`src/rtl/ildf_pkg.sv`:
```
// Package for the id/length frame deframer: result kinds, parser phases,
// register indexes, reset limits and the shared payload structs.
// No dependencies.
package ildf_pkg;

   // Header layout: 16-bit id then 16-bit body length, both big-endian.
   localparam int unsigned HEADER_BYTES = 4;
   localparam int unsigned HDR_COUNT_W  = $clog2(HEADER_BYTES);
   localparam int unsigned HDR_STORE_W  = 8 * (HEADER_BYTES - 1);

   // Control and status register port.
   localparam int unsigned CSR_INDEX_W = 1;
   localparam logic [CSR_INDEX_W-1:0] CSR_MAX_BODY_LENGTH = 1'b0;
   localparam logic [CSR_INDEX_W-1:0] CSR_MAX_MESSAGE_ID  = 1'b1;

   localparam logic [15:0] MAX_BODY_LENGTH_RESET = 16'd2048;
   localparam logic [15:0] MAX_MESSAGE_ID_RESET  = 16'd2048;

   typedef enum logic [1:0] {
      KIND_BODY  = 2'd0,
      KIND_EMPTY = 2'd1,
      KIND_ERROR = 2'd2
   } kind_type;

   typedef enum logic [1:0] {
      PH_HEADER = 2'd0,
      PH_BODY   = 2'd1,
      PH_ERROR  = 2'd2
   } phase_type;

   // One result item as it leaves the block.
   typedef struct packed {
      kind_type    kind;
      logic [7:0]  body_byte;
      logic [15:0] message_id;
      logic        last_of_frame;
   } rsp_type;

   // Header limits from the register file.
   typedef struct packed {
      logic [15:0] max_body_length;
      logic [15:0] max_message_id;
   } limits_type;

endpackage

```
`src/rtl/ildf_if.sv`:
```
// Channel interfaces of the id/length frame deframer: received bytes,
// results and register writes. Depends on ildf_pkg.

interface ildf_req_if;
   logic       valid;
   logic       ready;
   logic [7:0] rx_byte;

   modport source (output valid, output rx_byte, input ready);
   modport sink   (input valid, input rx_byte, output ready);
endinterface

interface ildf_rsp_if;
   logic        valid;
   logic        ready;
   logic [1:0]  kind;
   logic [7:0]  body_byte;
   logic [15:0] message_id;
   logic        last_of_frame;

   modport source (output valid, output kind, output body_byte, output message_id,
                   output last_of_frame, input ready);
   modport sink   (input valid, input kind, input body_byte, input message_id,
                   input last_of_frame, output ready);
endinterface

interface ildf_csr_if;
   logic                             valid;
   logic                             ready;
   logic [ildf_pkg::CSR_INDEX_W-1:0] index;
   logic [15:0]                      wdata;

   modport source (output valid, output index, output wdata, input ready);
   modport sink   (input valid, input index, input wdata, output ready);
endinterface

```
`src/rtl/ildf_parser.sv`:
```
// Header parser and body tracker of the id/length frame deframer.
// Holds the frame state and forms at most one result per accepted request.
// Depends on ildf_pkg.
module ildf_parser (
   input  logic                 clock,
   input  logic                 reset,
   input  logic                 advance,
   input  logic [7:0]           rx_byte,
   input  ildf_pkg::limits_type limits,
   output logic                 result_valid,
   output ildf_pkg::rsp_type    result
);
   import ildf_pkg::*;

   phase_type               phase_ff, phase_in;
   logic [HDR_COUNT_W-1:0]  count_ff, count_in;
   logic [HDR_STORE_W-1:0]  hdr_ff, hdr_in;
   logic [15:0]             frame_id_ff, frame_id_in;
   logic [15:0]             remaining_ff, remaining_in;

   logic [15:0] hdr_id;
   logic [15:0] hdr_len;

   assign hdr_id  = hdr_ff[HDR_STORE_W-1 -: 16];
   assign hdr_len = {hdr_ff[7:0], rx_byte};

   // Control state: phase and header byte count.
   always_ff @(posedge clock) begin
      if (reset) begin
         phase_ff <= PH_HEADER;
         count_ff <= '0;
      end else begin
         phase_ff <= phase_in;
         count_ff <= count_in;
      end
   end

   // Frame payload registers.
   always_ff @(posedge clock) begin
      hdr_ff       <= hdr_in;
      frame_id_ff  <= frame_id_in;
      remaining_ff <= remaining_in;
   end

   // Next state and result for the byte presented this cycle.
   always_comb begin
      phase_in     = phase_ff;
      count_in     = count_ff;
      hdr_in       = hdr_ff;
      frame_id_in  = frame_id_ff;
      remaining_in = remaining_ff;
      result_valid = 1'b0;
      result       = '{kind: KIND_BODY, body_byte: 8'd0, message_id: frame_id_ff,
                       last_of_frame: 1'b0};
      if (advance) begin
         case (phase_ff)
            PH_HEADER: begin
               if (count_ff != HDR_COUNT_W'(HEADER_BYTES - 1)) begin
                  hdr_in   = {hdr_ff[HDR_STORE_W-9:0], rx_byte};
                  count_in = count_ff + 1'b1;
               end else begin
                  count_in = '0;
                  result.message_id = hdr_id;
                  if (hdr_id > limits.max_message_id ||
                      hdr_len > limits.max_body_length) begin
                     // Bad header: report once, then discard until reset.
                     phase_in     = PH_ERROR;
                     result_valid = 1'b1;
                     result.kind  = KIND_ERROR;
                  end else if (hdr_len == 16'd0) begin
                     frame_id_in          = hdr_id;
                     remaining_in         = 16'd0;
                     result_valid         = 1'b1;
                     result.kind          = KIND_EMPTY;
                     result.last_of_frame = 1'b1;
                  end else begin
                     frame_id_in  = hdr_id;
                     remaining_in = hdr_len;
                     phase_in     = PH_BODY;
                  end
               end
            end
            PH_BODY: begin
               result_valid         = 1'b1;
               result.body_byte     = rx_byte;
               result.last_of_frame = (remaining_ff <= 16'd1);
               if (remaining_ff <= 16'd1) begin
                  remaining_in = 16'd0;
                  phase_in     = PH_HEADER;
               end else begin
                  remaining_in = remaining_ff - 16'd1;
               end
            end
            default: begin
               // Error phase: the byte is taken and dropped.
            end
         endcase
      end
   end

endmodule

```
`src/rtl/id_length_frame_deframer.sv`:
```
// Top level of the id/length frame deframer. A result appears in the
// cycle after the request that causes it. Throughput: one request per
// cycle; the output register frees the input side whenever it is empty or
// being taken. Reset (synchronous) returns to header gathering, drops any
// pending result and restores both limits to 2048.
module id_length_frame_deframer (
   input logic       clock,
   input logic       reset,
   ildf_req_if.sink   req_ch,
   ildf_rsp_if.source rsp_ch,
   ildf_csr_if.sink   csr_ch
);
   import ildf_pkg::*;

   limits_type limits_ff, limits_in;
   rsp_type    rsp_ff, rsp_in;
   logic       rsp_valid_ff, rsp_valid_in;
   logic       accept;
   logic       result_valid;
   rsp_type    result;

   // Limit registers; writes are always taken.
   assign csr_ch.ready = 1'b1;

   always_comb begin
      limits_in = limits_ff;
      if (csr_ch.valid) begin
         case (csr_ch.index)
            CSR_MAX_BODY_LENGTH: limits_in.max_body_length = csr_ch.wdata;
            CSR_MAX_MESSAGE_ID:  limits_in.max_message_id  = csr_ch.wdata;
            default: ;
         endcase
      end
   end

   always_ff @(posedge clock) begin
      if (reset) begin
         limits_ff <= '{max_body_length: MAX_BODY_LENGTH_RESET,
                        max_message_id:  MAX_MESSAGE_ID_RESET};
      end else begin
         limits_ff <= limits_in;
      end
   end

   // A request is taken whenever the output register is free this cycle.
   assign req_ch.ready = !rsp_valid_ff || rsp_ch.ready;
   assign accept       = req_ch.valid && req_ch.ready;

   ildf_parser u_parser (
      .clock        (clock),
      .reset        (reset),
      .advance      (accept),
      .rx_byte      (req_ch.rx_byte),
      .limits       (limits_ff),
      .result_valid (result_valid),
      .result       (result)
   );

   // Output register.
   always_comb begin
      rsp_valid_in = rsp_valid_ff && !rsp_ch.ready;
      rsp_in       = rsp_ff;
      if (accept) begin
         rsp_valid_in = result_valid;
         rsp_in       = result;
      end
   end

   always_ff @(posedge clock) begin
      if (reset) begin
         rsp_valid_ff <= 1'b0;
      end else begin
         rsp_valid_ff <= rsp_valid_in;
      end
   end

   always_ff @(posedge clock) begin
      rsp_ff <= rsp_in;
   end

   assign rsp_ch.valid         = rsp_valid_ff;
   assign rsp_ch.kind          = rsp_ff.kind;
   assign rsp_ch.body_byte     = rsp_ff.body_byte;
   assign rsp_ch.message_id    = rsp_ff.message_id;
   assign rsp_ch.last_of_frame = rsp_ff.last_of_frame;

   // Only body results carry a data byte.
   a_byte_only_in_body: assert property (@(posedge clock) disable iff (reset)
      rsp_valid_ff && rsp_ff.kind != KIND_BODY |-> rsp_ff.body_byte == 8'd0)
      else $error("non-body result carries a data byte");

   // An empty frame always closes the frame; an error never does.
   a_last_flag: assert property (@(posedge clock) disable iff (reset)
      rsp_valid_ff |-> (rsp_ff.kind == KIND_EMPTY) == rsp_ff.last_of_frame ||
                       rsp_ff.kind == KIND_BODY)
      else $error("last flag disagrees with result kind");

   // A request taken without a result leaves the output register empty.
   a_no_phantom: assert property (@(posedge clock) disable iff (reset)
      accept && !result_valid |=> !rsp_valid_ff)
      else $error("result appeared without a producing request");

endmodule

```
`src/flat_wrapper.sv`:
```
// flat-port wrapper written by rule: the top's interface ports become plain ports
module id_length_frame_deframer_flat import ildf_pkg::*;
  (clock, reset, req_ch_valid, req_ch_rx_byte, req_ch_ready, rsp_ch_valid, rsp_ch_kind, rsp_ch_body_byte, rsp_ch_message_id, rsp_ch_last_of_frame, rsp_ch_ready, csr_ch_valid, csr_ch_index, csr_ch_wdata, csr_ch_ready);
  ildf_req_if req_ch_i ();
  ildf_rsp_if rsp_ch_i ();
  ildf_csr_if csr_ch_i ();
  input logic clock;
  input logic reset;
  input wire logic [$bits(req_ch_i.valid)-1:0] req_ch_valid;
  input wire logic [$bits(req_ch_i.rx_byte)-1:0] req_ch_rx_byte;
  output wire logic [$bits(req_ch_i.ready)-1:0] req_ch_ready;
  output wire logic [$bits(rsp_ch_i.valid)-1:0] rsp_ch_valid;
  output wire logic [$bits(rsp_ch_i.kind)-1:0] rsp_ch_kind;
  output wire logic [$bits(rsp_ch_i.body_byte)-1:0] rsp_ch_body_byte;
  output wire logic [$bits(rsp_ch_i.message_id)-1:0] rsp_ch_message_id;
  output wire logic [$bits(rsp_ch_i.last_of_frame)-1:0] rsp_ch_last_of_frame;
  input wire logic [$bits(rsp_ch_i.ready)-1:0] rsp_ch_ready;
  input wire logic [$bits(csr_ch_i.valid)-1:0] csr_ch_valid;
  input wire logic [$bits(csr_ch_i.index)-1:0] csr_ch_index;
  input wire logic [$bits(csr_ch_i.wdata)-1:0] csr_ch_wdata;
  output wire logic [$bits(csr_ch_i.ready)-1:0] csr_ch_ready;
  assign req_ch_i.valid = req_ch_valid;
  assign req_ch_i.rx_byte = req_ch_rx_byte;
  assign req_ch_ready = req_ch_i.ready;
  assign rsp_ch_valid = rsp_ch_i.valid;
  assign rsp_ch_kind = rsp_ch_i.kind;
  assign rsp_ch_body_byte = rsp_ch_i.body_byte;
  assign rsp_ch_message_id = rsp_ch_i.message_id;
  assign rsp_ch_last_of_frame = rsp_ch_i.last_of_frame;
  assign rsp_ch_i.ready = rsp_ch_ready;
  assign csr_ch_i.valid = csr_ch_valid;
  assign csr_ch_i.index = csr_ch_index;
  assign csr_ch_i.wdata = csr_ch_wdata;
  assign csr_ch_ready = csr_ch_i.ready;
  id_length_frame_deframer u_core (.clock(clock), .reset(reset), .req_ch(req_ch_i), .rsp_ch(rsp_ch_i), .csr_ch(csr_ch_i));
endmodule
```
`config.mk`:
```
export PLATFORM = sky130hd
export DESIGN_NAME = id_length_frame_deframer_flat
export DESIGN_NICKNAME = d
export VERILOG_FILES = /design/src/rtl/ildf_pkg.sv /design/src/rtl/ildf_if.sv /design/src/rtl/ildf_parser.sv /design/src/rtl/id_length_frame_deframer.sv /design/src/flat_wrapper.sv
export SDC_FILE = /design/constraint.sdc
export NUM_CORES = 1
export LEC_CHECK = 0
export ABC_CLOCK_PERIOD_IN_PS = 10800
export BUFFER_PORTS_ARGS = -buffer_cell sky130_fd_sc_hd__buf_2
export CAP_MARGIN = 10
export CORE_UTILIZATION = 47
export DETAILED_ROUTE_END_ITERATION = 6
export PLACE_DENSITY = 0.66
export SYNTH_ARGS = -nofsm -noshare
export SYNTH_HDL_FRONTEND = slang
export SYNTH_SLANG_ARGS = --single-unit
```
`constraint.sdc`:
```
create_clock -name clock -period 10.8 [get_ports clock]
set_input_delay 1.08 -clock clock [delete_from_list [all_inputs] [get_ports clock]]
set_output_delay 1.08 -clock clock [all_outputs]
set_load 0.005 [all_outputs]
```
Yosys cells after proc, flatten, opt, wreduce, memory -nomap -nowiden:

Cells that the tools add are included.

* add/sub/neg operators: 2
* $lt $le $gt $ge: 3
* equal/unequal tests: 6
* multiplexer cells: 22
* bitwise gates (word level): 4
* reduce and logical (&&, ||, !) cells: 18

Operator list (count)
* $mux W16: 5
* $gt A16 B16 Y1: 2
* $pmux W16 S2: 1
* $mux W17: 1
* $le A16 B1 Y1 const B: 1
* $logic_not A16 Y1: 1
* $sub A16 B1 Y16 const B: 1
* $mux W2: 6
* $ne A2 B2 Y1 const B: 4
* $reduce_and A4 Y1: 2
* $mux W1: 6
* $reduce_and A2 Y1: 3
* $reduce_and A5 Y1: 1
* $not A1 Y1: 4
* $pmux W1 S2: 2
* $pmux W2 S2: 1
* $ne A3 B3 Y1 const B: 1
* $reduce_and A3 Y1: 1
* $reduce_or A3 Y1: 1
* $add A2 B1 Y2 const B: 1
* $eq A2 B1 Y1 const B: 1
* $logic_and A1 B1 Y1: 2
* $logic_not A1 Y1: 2
* $logic_not A2 Y1: 1
* 3 further kinds: 4

* flip-flop bits (word level): 120

Depth between registers and ports, before layout:

Gate-level depths: netlist of run 1.

* depth in word-level cells: 6
* mapped depth: 8

By module:

From an unflattened synthesis of run 1, not the netlist that was laid out.

* cell total of the unflattened synthesis: 499
* area, all modules: 5696.7 um^2

By module, submodules not included
* ildf_parser: instances 1, cells each 341, area each 3512.1 um^2, seq. area each 1761.7 um^2
* id_length_frame_deframer: instances 1, cells each 158, area each 2184.6 um^2, seq. area each 1471.4 um^2

Worst setup path after synthesis of run 1:

Ideal clock, no wire load.

* path kind: input to register
* start: input port req_ch_rx_byte[1]
* end: register u_core.u_parser.frame_id_ff[0] (enable)
* arrival time: 3.616 ns
* required time: 10.391 ns
* path slack: 6.775 ns
* stages: 7
* cell sequence: ha_1 -> nor2b_1 -> o21ai_0 -> nand2_1 -> a221o_1 -> a221o_1 -> nor3_1

* cells in the longest elaborated chain, start to end: 4

RTL lines
* start, declared: RTL line flat_wrapper.sv:10 `input wire logic [$bits(req_ch_i.rx_byte)-1:0] req_ch_rx_byte;`
* $gt A16 B16 Y1: RTL line ildf_parser.sv:65 `hdr_len > limits.max_body_length) begin`
* $logic_or A1 B1 Y1: RTL line ildf_parser.sv:64 `if (hdr_id > limits.max_message_id ||`
* $not A1 Y1 (no source line)
* $reduce_and A4 Y1 (no source line)
* end signal, assigned: RTL line ildf_parser.sv:41 `frame_id_ff <= frame_id_in;`
* end, declared: RTL line ildf_parser.sv:18 `logic [15:0] frame_id_ff, frame_id_in;`

No other way between the ends.
A chain may end at the register's enable or synchronous reset.

Worst setup path in the final report of run 1:

* start: input port req_ch_rx_byte[7]
* end: register u_core.u_parser.frame_id_ff[15] (enable)

The elaborated chain is that of the path after synthesis.

==> flow_results.org, run 1 <==
** Run status
- Result of the run :: finished, final reports clean

** Yosys
- In this run, synthesis inferred 83 flip-flops with an integrated enable.
- The number of nets handed over by synthesis was 585.
- The share of the Yosys chip area taken by registers is 59.0%.
- The Yosys step of the flow raised 0 warnings.
- Synth Cell Area :: 5480 µm²
- Number of instances in the synthesized netlist :: 520
- Top FF cell, synth :: sky130_fd_sc_hd__edfxtp_1
- The number of different library cells used by synthesis comes to 42.
- The synthesized design contains 120 register bits.
- In the synthesized netlist the async set-or-reset flop fraction comes to 0%.
- Mean instance size in the synthesized netlist :: 10.5 µm²

** Placed design
- The number of placed instances, taps included, is 704.
- Once detailed placement completed, the half-perimeter wirelength came to 8520 µm.
- Routability-driven placement finished with a final weighted congestion of 0.873.
- # port buffers :: 58

** Power
- IR drop worst, VDD :: 0.0912 mV
- Summed over all cells, the static leakage comes to 2.54 nW.
- Power density relative to cell area :: 177 nW/µm²

** Die
- The die covers 12100 µm².
- Floorplan core area :: 11400 µm²
- Once the floorplan was initialized, standard cells occupied 48.2% of the core.
- In this run the vertical extent of the chip is 110 µm.
- The floorplan step set the die width to 110 µm.
- In this run the count of I/O pins placed on the die edge is 60.
- Number of cell rows :: 39

** Clock tree
- The tree built by TritonCTS fans out to 120 sinks.
- H-tree depth :: 4
- Post-cts hold buffer count :: 0
- Insertion delay of the later-clocked pin in the worst-skew pair :: 0.42 ns
- In this run, post-CTS repair resized a total of 0 instances.
- The root buffer cell chosen for the clock tree is sky130_fd_sc_hd__clkbuf_16.
- The clock passes through at most 2 buffers.
- Post-CTS timing repair inserted 0 buffers for setup.
- Clock-pin slew was measured on the worst setup and hold paths at 0.06 ns.
- Number of clock buffers inserted by TritonCTS :: 17
- TritonCTS built the clock tree.

** Timing
- Setup violations remaining at the end of the flow were counted as 0.
- Hold Vio Cnt, Final :: 0
- In the finished design, the share of the clock period the worst path needs comes to 34.1%.
- Between clock sinks in the finished design, the worst skew comes to 0.00892 ns.
- Final-layout setup total negative slack :: 0 ns
- Based on the critical path, the design can be clocked at up to 272 MHz.
- At the pin with the least slew margin, the transition time is 1.21 ns.
- Across all hold checks on the routed design, the worst slack comes to 0.452 ns.
- Unrepaired setup endpoints after global routing :: no
- Count of final max-slew check failures :: 0
- Time the final worst path needs with I/O delays and setup :: 3.68 ns
- Worst rel slew slack :: 19.2%

** Routing
- Avg Vias per Cell :: 5.38
- The first detailed-routing pass ran for 5 iterations.
- In this run, the number of DRC markers left after iteration 0 of detailed routing was 214.
- DR WL/cell :: 16.5 µm
- Summing over every cut layer, the via total after detailed routing is 3957.
- Once detail routing completed, the nets flagged for antenna violations numbered 0.
- For this block, the routed nets add up to 12200 µm of wire.
- # DRC :: 0

** Worst setup path
- The critical path in this run is classified as in -> reg.
- Kind of end point of the critical path :: flop
- In this run the worst path has a maximum fanout of 16.
- WP data required :: 10.84 ns
- Crit path DAT :: 3.71 ns
- Nature of the critical path startpoint :: input pin

** GRT
- Entering global routing, the biggest net connects 37 pins.
- Across every metal layer, demand over resource in global routing totals 21.6%.
- Vias in the first global route :: 3791
- Global routing finished with a remaining overflow of 0.
- Wire length of the first global-routing pass :: 19200 µm
- Antenna violations before repair :: 0

** Final layout
- Commonest non-fill, non-tap cells in the layout :: sky130_fd_sc_hd__nand2_1 (141), sky130_fd_sc_hd__edfxtp_1 (83), sky130_fd_sc_hd__buf_2 (58)
- Relative area change from synthesis to final layout :: 18.4%
- Layout cells sized above 1 :: 16.5%
- The number of antenna diodes in the final layout is 0.
- The library cell used most frequently in the layout, excluding fill and tap cells, is sky130_fd_sc_hd__nand2_1.
- Post-Route Utilization :: 57.1%
- Post-layout net count :: 645
- Post-route insts no fill :: 736

** Run
- The tool flagged a number of max-cap violations equal to 0.

** Hold path
- The tightest min-delay check is of the reg -> reg type.
[through the flow]
step / worst slack [ns] / cell area, µm² / power (mW)
after floorplan: 6.78 / 5480 / 0.573
after global placement: 6.84 / 5890 / 0.600
after detailed placement: 6.70 / 5890 / 0.604
after CTS: 7.11 / 6490 / 1.16
after global routing: 6.91 / 6490 / 1.19
final: 7.12 / 6490 / 1.15
[report_power, final]
part / total (mW) / switching, mW / internal (mW)
clock network: 0.556 / 0.213 / 0.344
registers: 0.522 / 0.0119 / 0.510
logic: 0.0725 / 0.0447 / 0.0277
[path summary, 6_finish.rpt]
kind	cells past startpoint	slack [ns]	endpoint	from
worst max-delay path	8	7.12	u_core.u_parser.frame_id_ff[15]	req_ch_rx_byte[7]
worst min-delay path	2	0.45	u_core.limits_ff[8]	u_core.limits_ff[8]
worst max register to register	7	7.33	u_core.u_parser.frame_id_ff[15]	u_core.u_parser.hdr_ff[6]
worst min register to register	2	0.45	u_core.limits_ff[8]	u_core.limits_ff[8]
[synthesized netlist by cell type, drive strengths merged, types with 3 or more instances]
cell type / n / area share (%)
inv: 37 / 2.5
o21ai: 15 / 1.4
o211ai: 4 / 0.55
nand3: 7 / 0.64
xor2: 3 / 0.48
edfxtp: 83 / 45
buf: 3 / 0.37
nand4: 7 / 0.80
xnor2: 9 / 1.4
nor2: 12 / 0.82
ha: 35 / 8.0
o31ai: 7 / 0.96
nand2b: 5 / 0.57
nor3: 7 / 0.64
clkbuf: 16 / 1.1
nor2b: 5 / 0.57
nor4: 9 / 1.4
a21oi: 44 / 4.0
nand2: 141 / 9.7
dfxtp: 37 / 14
and2: 11 / 1.3
[per-layer routing]
metal	GRT usage, %	vias up	part of all wire, %
met3	5.00	21	4.8
met5	0	-	0
li1	-	1934	-
met1	27.7	1880	44
met2	35.0	122	49
met4	9.24	0	2.0
[sequential cells by signal, indices dropped and copies added, names as in the netlist]
signal,cells
u_core.u_parser.remaining_ff,16
u_core.limits_ff,32
u_core.u_parser.count_ff,2
u_core.u_parser.phase_ff,2
u_core.rsp_ch.body_byte,8
u_core.rsp_ch.kind,2
u_core.rsp_ch.last_of_frame,1
u_core.rsp_ch.valid,1
u_core.rsp_ch.message_id,16
u_core.u_parser.hdr_ff,24
u_core.u_parser.frame_id_ff,16
[critical path: stages]
cell	delay [ns]
sky130_fd_sc_hd__buf_2	0.13
sky130_fd_sc_hd__ha_1	0.31
sky130_fd_sc_hd__nand2_1	0.09
sky130_fd_sc_hd__nor4b_2	0.36
sky130_fd_sc_hd__nand4_1	0.18
sky130_fd_sc_hd__nor3b_1	0.17
sky130_fd_sc_hd__a221o_1	0.42
sky130_fd_sc_hd__nor3_2	0.97
[logic make-up after synthesis]
family | count (synthesis) | synth area share [%]
simple gates | 213 | 17.9
flops | 120 | 59.0
compound gates | 82 | 8.97
buf+inv | 56 | 4.00
fa+ha+maj | 35 | 7.99
xor+xnor | 12 | 1.92
other cells | 1 | 0.0684
mux | 1 | 0.183
[final cells by class]
class                   count  area [µm²]
well taps                 143         179
multi-input cells         344        2040
clock inverters            10        80.1
flip-flops and latches    120        3230
inverters                  37         139
repair buffers             60         305
fillers                   966        4880
clock buffers              22         518
No activity file was read; power rests on OpenSTA's default activity.
==> run 2, diff against run 1 <==
--- a/config.mk
+++ b/config.mk
@@ -5,7 +5,8 @@
 export SDC_FILE = /design/constraint.sdc
 export NUM_CORES = 1
 export LEC_CHECK = 0
-export ABC_CLOCK_PERIOD_IN_PS = 10800
+export ABC_AREA = 1
+export ABC_CLOCK_PERIOD_IN_PS = 3540
 export BUFFER_PORTS_ARGS = -buffer_cell sky130_fd_sc_hd__buf_2
 export CAP_MARGIN = 10
 export CORE_UTILIZATION = 47
==> constraint.sdc (replaced) <==
create_clock -name clock -period 3.54 [get_ports clock]
set_input_delay 0.354 -clock clock [delete_from_list [all_inputs] [get_ports clock]]
set_output_delay 0.354 -clock clock [all_outputs]
set_load 0.005 [all_outputs]
==> run 2 against run 1 <==
Worst setup slack got worse by 5.9 ns. Sequential share of layout area about the same. Synthesized area increased by 0.41%. Clock power increased to 2.9 times the previous value. Count of clock-buffer cells in the layout decreased by 4. Die area increased by 0.41%. Largest power group is now registers.
==> flow_results.org, run 2 <==
** Routing
- DR WL/cell :: 15.3 µm
- Avg Vias per Cell :: 5.12
- Topmost layer with routed signal wires :: met4
- Met2 wire length :: 5570 µm
- Total detailed-routing wirelength :: 11700 µm
- # DRC :: 0
- Iteration-0 DRC Markers :: 186
- For this run, the detailed router's first-pass iteration total came to 4.
- Number of routed nets with antenna violations :: 0
- Post-route met1 wirelength :: 5350 µm
- The routed design uses 505 µm of met3 wire.
- The routed layout has 3919 vias.

** Worst setup path
- Traced cell by cell, the critical path runs through ha_1 > nand2_1 > nor3_1 > nand3_1 > nand2_1 > nand2_1 > a21oi_1 > buf_4.
- In this run the worst setup path begins at u_core.u_parser.hdr_ff[23].
- Data arrives at the worst endpoint at 2.47 ns.
- Minimum setup slack among reg-to-reg paths :: 1.17 ns
- Kind of end point of the critical path :: flop
- Capturing point of the worst reg2reg path :: u_core.u_parser.remaining_ff[14]
- Most prevalent standard cell on the critical path :: sky130_fd_sc_hd__nand2_1
- Slowest CP cell :: sky130_fd_sc_hd__edfxtp_1
- Peak fanout along the critical path :: 16
- Crit path kind :: reg -> reg
- At the worst endpoint, the required time is 3.64 ns.
- Crit path to :: u_core.u_parser.remaining_ff[14]
- Depth of the worst register-to-register path :: 8
- Reg-to-Reg Start :: u_core.u_parser.hdr_ff[23]
- In this design, the stage delay of the slowest critical-path cell is 0.43 ns.
- Nature of the critical path startpoint :: flop

** Die
- The initial utilization of the core area, before any placement, comes to 48.2%.
- The die covers 12100 µm².
- Horizontal extent of the die :: 110 µm
- In this run the count of I/O pins placed on the die edge is 60.
- Floorplan core area :: 11400 µm²
- Floorplan die height :: 110 µm
- Number of cell rows :: 39

** Final layout
- Register with the most flip-flops :: u_core.limits_ff
- The register with the most flip-flops in the layout has 32 of them.
- Layout cells sized above 1 :: 18.0%
- Post-layout net count :: 674
- Post-Route Utilization :: 56.9%
- The area growth from synthesis to layout is 18.0%.
- Most frequent standard cell in the layout excluding fill and tap cells :: sky130_fd_sc_hd__nand2_1
- Registers with the highest flip-flop counts :: u_core.limits_ff: 32 flops, u_core.u_parser.hdr_ff: 24 flops
- The top cell types in the final layout, fill and taps aside, are sky130_fd_sc_hd__nand2_1 (100), sky130_fd_sc_hd__edfxtp_1 (83), sky130_fd_sc_hd__inv_1 (71).
- The repair_antennas step left the layout with diodes totalling 0.

** Yosys
- Yosys attributes the largest share of cell area to sky130_fd_sc_hd__edfxtp_1 (45%), sky130_fd_sc_hd__dfxtp_1 (13%), sky130_fd_sc_hd__ha_1 (8.0%).
- Area share of the largest cell type after synthesis :: 45.3%
- Number of enable flip-flop cells after synthesis :: 83
- In this run the cell area of the synthesized design comes to 5500 µm².
- Of all flip-flops after synthesis, the portion carrying an async set or reset was 0%.
- Top FF cell, synth :: sky130_fd_sc_hd__edfxtp_1
- The commonest cells after synthesis are sky130_fd_sc_hd__nand2_1 (100), sky130_fd_sc_hd__edfxtp_1 (83), sky130_fd_sc_hd__inv_1 (71).
- Yosys instantiated no cell more often than sky130_fd_sc_hd__nand2_1.
- Number of instances in the synthesized netlist :: 545
- The number of nets handed over by synthesis was 610.
- Seq/Total Area, Yosys :: 58.8%
- Mean instance size in the synthesized netlist :: 10.1 µm²
- Number of storage elements in the synthesis netlist :: 120
- Of all cell types, the one taking the most synthesized area is sky130_fd_sc_hd__edfxtp_1.
- Library cells used by synthesis :: 37
- Total of warnings raised by yosys :: 0

** Timing
- Hold is met by 0.156 ns.
- At the pin with the least slew margin, the transition time is 1.11 ns.
- Final-layout setup total negative slack :: 0 ns
- Worst rel slew slack :: 26.2%
- Final setup fails :: 0
- After layout, the worst path uses 66.9% of the clock period.
- The number of failing hold endpoints at the final stage is 0.
- Max Clk Rate :: 422 MHz
- Setup repair after global routing left no endpoint under its margin.
- Count of final max-slew check failures :: 0
- Clock skew on the completed layout was measured at 0.00889 ns.
- Time the final worst path needs with I/O delays and setup :: 2.37 ns
- Worst setup slack after layout :: 1.17 ns

** Clock tree
- The H-tree generated during clock tree synthesis spans 4 levels.
- In this run, post-CTS hold repair placed 0 buffers.
- After clock tree synthesis, the setup repair step added 0 buffers.
- Clock latency on the worst-skew pair, taken at its later pin, is 0.41 ns.
- The clock net in this run drives a total of 120 sinks.
- TritonCTS clock tree :: built
- Post-cts gate resize count :: 0
- After clock tree synthesis, the clock-pin slew on the worst setup and hold paths is 0.05 ns.
- The root buffer cell chosen for the clock tree is sky130_fd_sc_hd__clkbuf_16.
- Maximum buffer depth of the clock tree :: 2
- Clock tree synthesis inserted a total of 17 buffers.

** Power
- Static leakage :: 2.72 nW
- Across the VDD grid, the largest voltage drop is 0.323 mV.
- Power spread over the standard cell area amounts to 556 nW/µm².
- Final Total Pwr :: 3.61 mW

** Placed design
- During placement, the flow inserted port buffers numbering 58.
- Final weighted congestion in routability-driven placement :: 0.880
- Setup Slack @ Placement :: 1.20 ns
- HPWL after DPL :: 8450 µm

** Run status
- The run finished with clean final reports.

** GRT
- For this run the aggregate overflow at the end of global routing stands at 0.
- Maximum number of pins on one net before global-route repair :: 35
- GRT Resource Usage Total :: 20.8%
- The first global-routing pass estimated 18300 µm of wire.
- Vias in the first global route :: 3718
- Antenna violations before repair :: 0

** Hold path
- The worst hold path belongs to the class in -> reg.
- Worst Hold Launch :: reset

** Run
- Max-capacitance violation count :: 0
-- run 2: cell types whose count changed in the layout (fill, tap and decap cells not counted), sizes merged, moves of 3 or more --
cell	delta
clkbuf	-4
and2	-11
o31ai	-7
o22ai	+12
nor2	+40
o21ai	+24
inv	+38
nand3	+3
nor2b	-5
nor4	-7
nand2	-39
nand2b	-5
clkinvlp	+3
-- run 2: power by group --
part | switching, mW | internal, mW
registers | 0.0456 | 1.60
logic | 0.219 | 0.125
clock network | 0.636 | 0.985
-- run 2: final cells by class --
type                            count  area [µm²]
Fill cell                        1010        4920
Multi-Input combinational cell    334        1930
Sequential cell                   120        3230
Inverter                           75         282
Clock inverter                     14         124
Clock buffer                       18         439
Timing Repair Buffer               61         313
Tap cell                          143         179
-- run 2: how the worst min path moves through the flow --
| stage | to | depth (start not counted) | slack [ns] |
|---|---|---|---|
| final | u_core.rsp_ch.valid | 2 | 0.16 |
| after global routing | u_core.u_parser.hdr_ff[0] | 1 | 0.15 |
| after CTS | u_core.u_parser.hdr_ff[3] | 1 | 0.14 |
| after detailed placement | u_core.limits_ff[26] | 2 | 0.46 |
| after global placement | u_core.limits_ff[26] | 2 | 0.45 |
| after floorplan | u_core.rsp_ch.valid | 1 | 0.42 |
-- run 2: kinds of logic (layout without fill, tap and decap cells) --
family	count (synthesis)	after routing	share of synthesized area, %
buffers and inverters	91	168	6.39
xor gates and xnor gates	13	13	2.07
other	1	1	0.0681
adders and majority gates	35	35	7.96
AOI/OAI and AO/OA	104	104	10.3
and+or+nand+nor	181	181	14.5
DFF	120	120	58.8
-- run 2: metal layers --
metal / track usage, % / vias up
met5: 0 / -
met4: 9.68 / 0
met3: 5.11 / 23
met2: 33.7 / 95
met1: 26.1 / 1836
li1: - / 1965
-- run 2: stage by stage --
step	instances	instance area, µm²
after global placement	733	5930
after detailed placement	733	5930
final	765	6490
after global routing	765	6490
after floorplan	545	5500
after CTS	765	6490
-- run 2: critical path, delay by kind of cell, from the launching register on --
family / cells / cell delay, ns
AO/OA/AOI/OAI: 1 / 0.17
adder cells (fa/ha/maj): 1 / 0.33
buffers and inverters: 1 / 0.27
flip-flops: 1 / 0.43
AND/OR/NAND/NOR: 5 / 0.86
==> run 3, diff against run 2 <==
--- a/config.mk
+++ b/config.mk
@@ -6,7 +6,7 @@
 export NUM_CORES = 1
 export LEC_CHECK = 0
 export ABC_AREA = 1
-export ABC_CLOCK_PERIOD_IN_PS = 3540
+export ABC_CLOCK_PERIOD_IN_PS = 2380
 export BUFFER_PORTS_ARGS = -buffer_cell sky130_fd_sc_hd__buf_2
 export CAP_MARGIN = 10
 export CORE_UTILIZATION = 47
==> constraint.sdc (replaced) <==
create_clock -name clock -period 2.38 [get_ports clock]
set_input_delay 0.238 -clock clock [delete_from_list [all_inputs] [get_ports clock]]
set_output_delay 0.238 -clock clock [all_outputs]
set_load 0.005 [all_outputs]
==> run 3 against run 2 <==
Worst setup slack got worse by 1.0 ns. Via count increased by 1.9%. Non-clock buffer count increased by 7. Design area increased by 2.2%. Clock skew about the same. Sequential share of layout area decreased by 1.1 points. Count of clock-buffer cells in the layout increased by 7. Flip-flop and latch count unchanged. Largest power group is now clock.
==> flow_results.org, run 3 (synthesis gave the netlist of run 2 again) <==
** Run
- Max-cap violations in this run came to 0.

** Timing
- The worst pin sits at a relative slew slack of 39.9%.
- The number of failing hold endpoints at the final stage was 0.
- The final critical path takes up 93.8% of the cycle.
- Counting I/O delays and the setup requirement, the final critical path takes 2.23 ns.
- Max Clk Rate :: 448 MHz
- The number of pins with negative max-slew slack in the final report came to 0.
- The clock arrives with 0.00889 ns of skew.
- Unrepaired setup endpoints after global routing :: no
- Final setup fails :: 0
- For the pin with the worst max-slew slack, the measured transition is 0.899 ns.
- Final-layout setup total negative slack :: 0 ns
- Final hold analysis gives a worst-case slack of 0.0204 ns.

** Final layout
- Counting flops per register, the top entry is u_core.limits_ff.
- Register area :: 3230 µm²
- Layout cells sized above 1 :: 18.9%
- Post-layout net count :: 681
- Multi-input gate area :: 1940 µm²
- Final antenna diode count :: 0
- Post-route insts no fill :: 772
- Registers with the highest flip-flop counts :: u_core.limits_ff: 32 flops, u_core.u_parser.hdr_ff: 24 flops
- Flip-flop count of the largest register after layout :: 32
- Leaving out fill and tap cells, the most frequent cell in the layout is sky130_fd_sc_hd__nand2_1.
- Relative area change from synthesis to final layout :: 20.6%
- Commonest non-fill, non-tap cells in the layout :: sky130_fd_sc_hd__nand2_1 (98), sky130_fd_sc_hd__edfxtp_1 (83), sky130_fd_sc_hd__inv_1 (71)
- Filler cells :: 975

** Clock tree
- Buffers inserted by post-CTS timing repair :: 0
- Post-cts hold buffer count :: 0
- Number of sinks handled by clock tree synthesis :: 120
- TritonCTS built the clock tree.
- The clock passes through at most 2 buffers.
- Clock root cell :: sky130_fd_sc_hd__clkbuf_16
- In this run, CTS created clock tree buffers numbering 17.
- H-tree depth :: 4
- After clock tree synthesis, the clock-pin slew on the worst setup and hold paths is 0.05 ns.
- Insertion delay of the later-clocked pin in the worst-skew pair :: 0.41 ns
- Once the clock tree was built, the resizer swapped 0 gates to a different size.

** Run status
- Result of the run :: finished, final reports clean

** Worst setup path
- Category of cells accounting for the largest share of critical-path delay :: simple AND/OR/NAND/NOR gates
- The largest single stage delay on the critical path is 0.42 ns.
- Data on the critical path is required at its endpoint by 2.50 ns.
- Slowest CP cell :: sky130_fd_sc_hd__edfxtp_1
- Worst path buffer plus inverter count :: 2
- Nature of the critical path startpoint :: flop
- Crit path DAT :: 2.35 ns
- Cell chain of the critical path :: ha_1 > nand2_1 > inv_1 > o21ai_0 > a21oi_1 > nor2_1 > nand2_1 > nand2_1 > nand2_2 > a21oi_2 > buf_12
- Crit path kind :: reg -> reg
- In this run the worst path has a maximum fanout of 16.
- The most numerous cell type found on the critical path is sky130_fd_sc_hd__nand2_1.
- Kind of end point of the critical path :: flop

** Die
- Total die area :: 12100 µm²
- Pin placement for this block handled 60 I/O pins.
- From left edge to right edge, the die measures 110 µm.
- The floorplan step defined a core boundary enclosing 11400 µm².
- The floorplan step set the die height to 110 µm.
- Number of cell rows :: 39
- Once the floorplan was initialized, standard cells occupied 48.2% of the core.

** GRT
- Global routing consumed, over all layers together, 21.1% of the routing resources.
- Vias in the first global route :: 3806
- The first global-routing pass estimated 18700 µm of wire.
- Antenna violations before repair :: 0
- Entering global routing, the biggest net connects 35 pins.
- For this run the aggregate overflow at the end of global routing stands at 0.

** Routing
- For this block, the via count after detailed routing is 3993.
- After detailed routing, the number of vias per cell comes to 5.17.
- DR WL/cell :: 15.2 µm
- After detailed routing, the total wire length is 11700 µm.
- # DRC :: 0
- The first TritonRoute pass finished after 5 iterations.
- Once detail routing completed, the nets flagged for antenna violations numbered 0.
- The first routing iteration left 256 violations.

** Power
- Across the VDD grid, the largest voltage drop is 0.413 mV.
- The design draws 5.60 mW.
- Power density relative to cell area :: 843 nW/µm²
- Static leakage :: 2.80 nW

** Placed design
- HPWL after DPL :: 8530 µm
- Routability-driven placement finished with a final weighted congestion of 0.815.
- The count of buffers added on input and output ports is 58.
- Number of placed instances with taps included :: 740

** Hold path
- The path class of the tightest hold or removal check is in -> reg.
==> run 3: report_power, final <==
part	leakage (nW)	switching (mW)	internal, mW
Clock	0.308	0.879	1.74
Combinational	1.40	0.333	0.197
Sequential	1.10	0.0677	2.38
Total	2.80	1.28	4.32
==> run 3: final cells by class <==
class	instances	share of cell area (%)
multi-input combinational	334	29.2
sequential	120	48.7
tap	143	2.70
timing repair buffer	68	5.88
inverter	75	4.24
clock buffer	25	7.95
clock inverter	7	1.30
==> run 3: path summary, 6_finish.rpt <==
check,startpoint,end,slack [ns],depth (start not counted)
worst max-delay path,u_core.u_parser.hdr_ff[1],u_core.u_parser.remaining_ff[2],0.15,11
worst min-delay path,req_ch_rx_byte[0],u_core.u_parser.hdr_ff[0],0.02,1
worst max register to register,u_core.u_parser.hdr_ff[1],u_core.u_parser.remaining_ff[2],0.15,11
worst min register to register,u_core.limits_ff[17],u_core.limits_ff[17],0.46,2
==> run 3: layer usage <==
metal / share of wire (%) / GRT usage, %
met4: 2.1 / 9.49
met1: 44 / 26.8
met3: 5.4 / 5.41
met2: 48 / 33.9
met5: 0 / 0
==> run 3: stage by stage <==
stage | cell area (µm²) | utilization (%) | setup WS, ns
after global placement | 6020 | 52.7 | 0.162
after global routing | 6640 | 58.1 | 0.000682
after detailed placement | 6020 | 52.7 | 0.122
after floorplan | 5520 | - | 0.0797
after CTS | 6630 | 58.1 | 0.0894
final | 6640 | 58.1 | 0.147
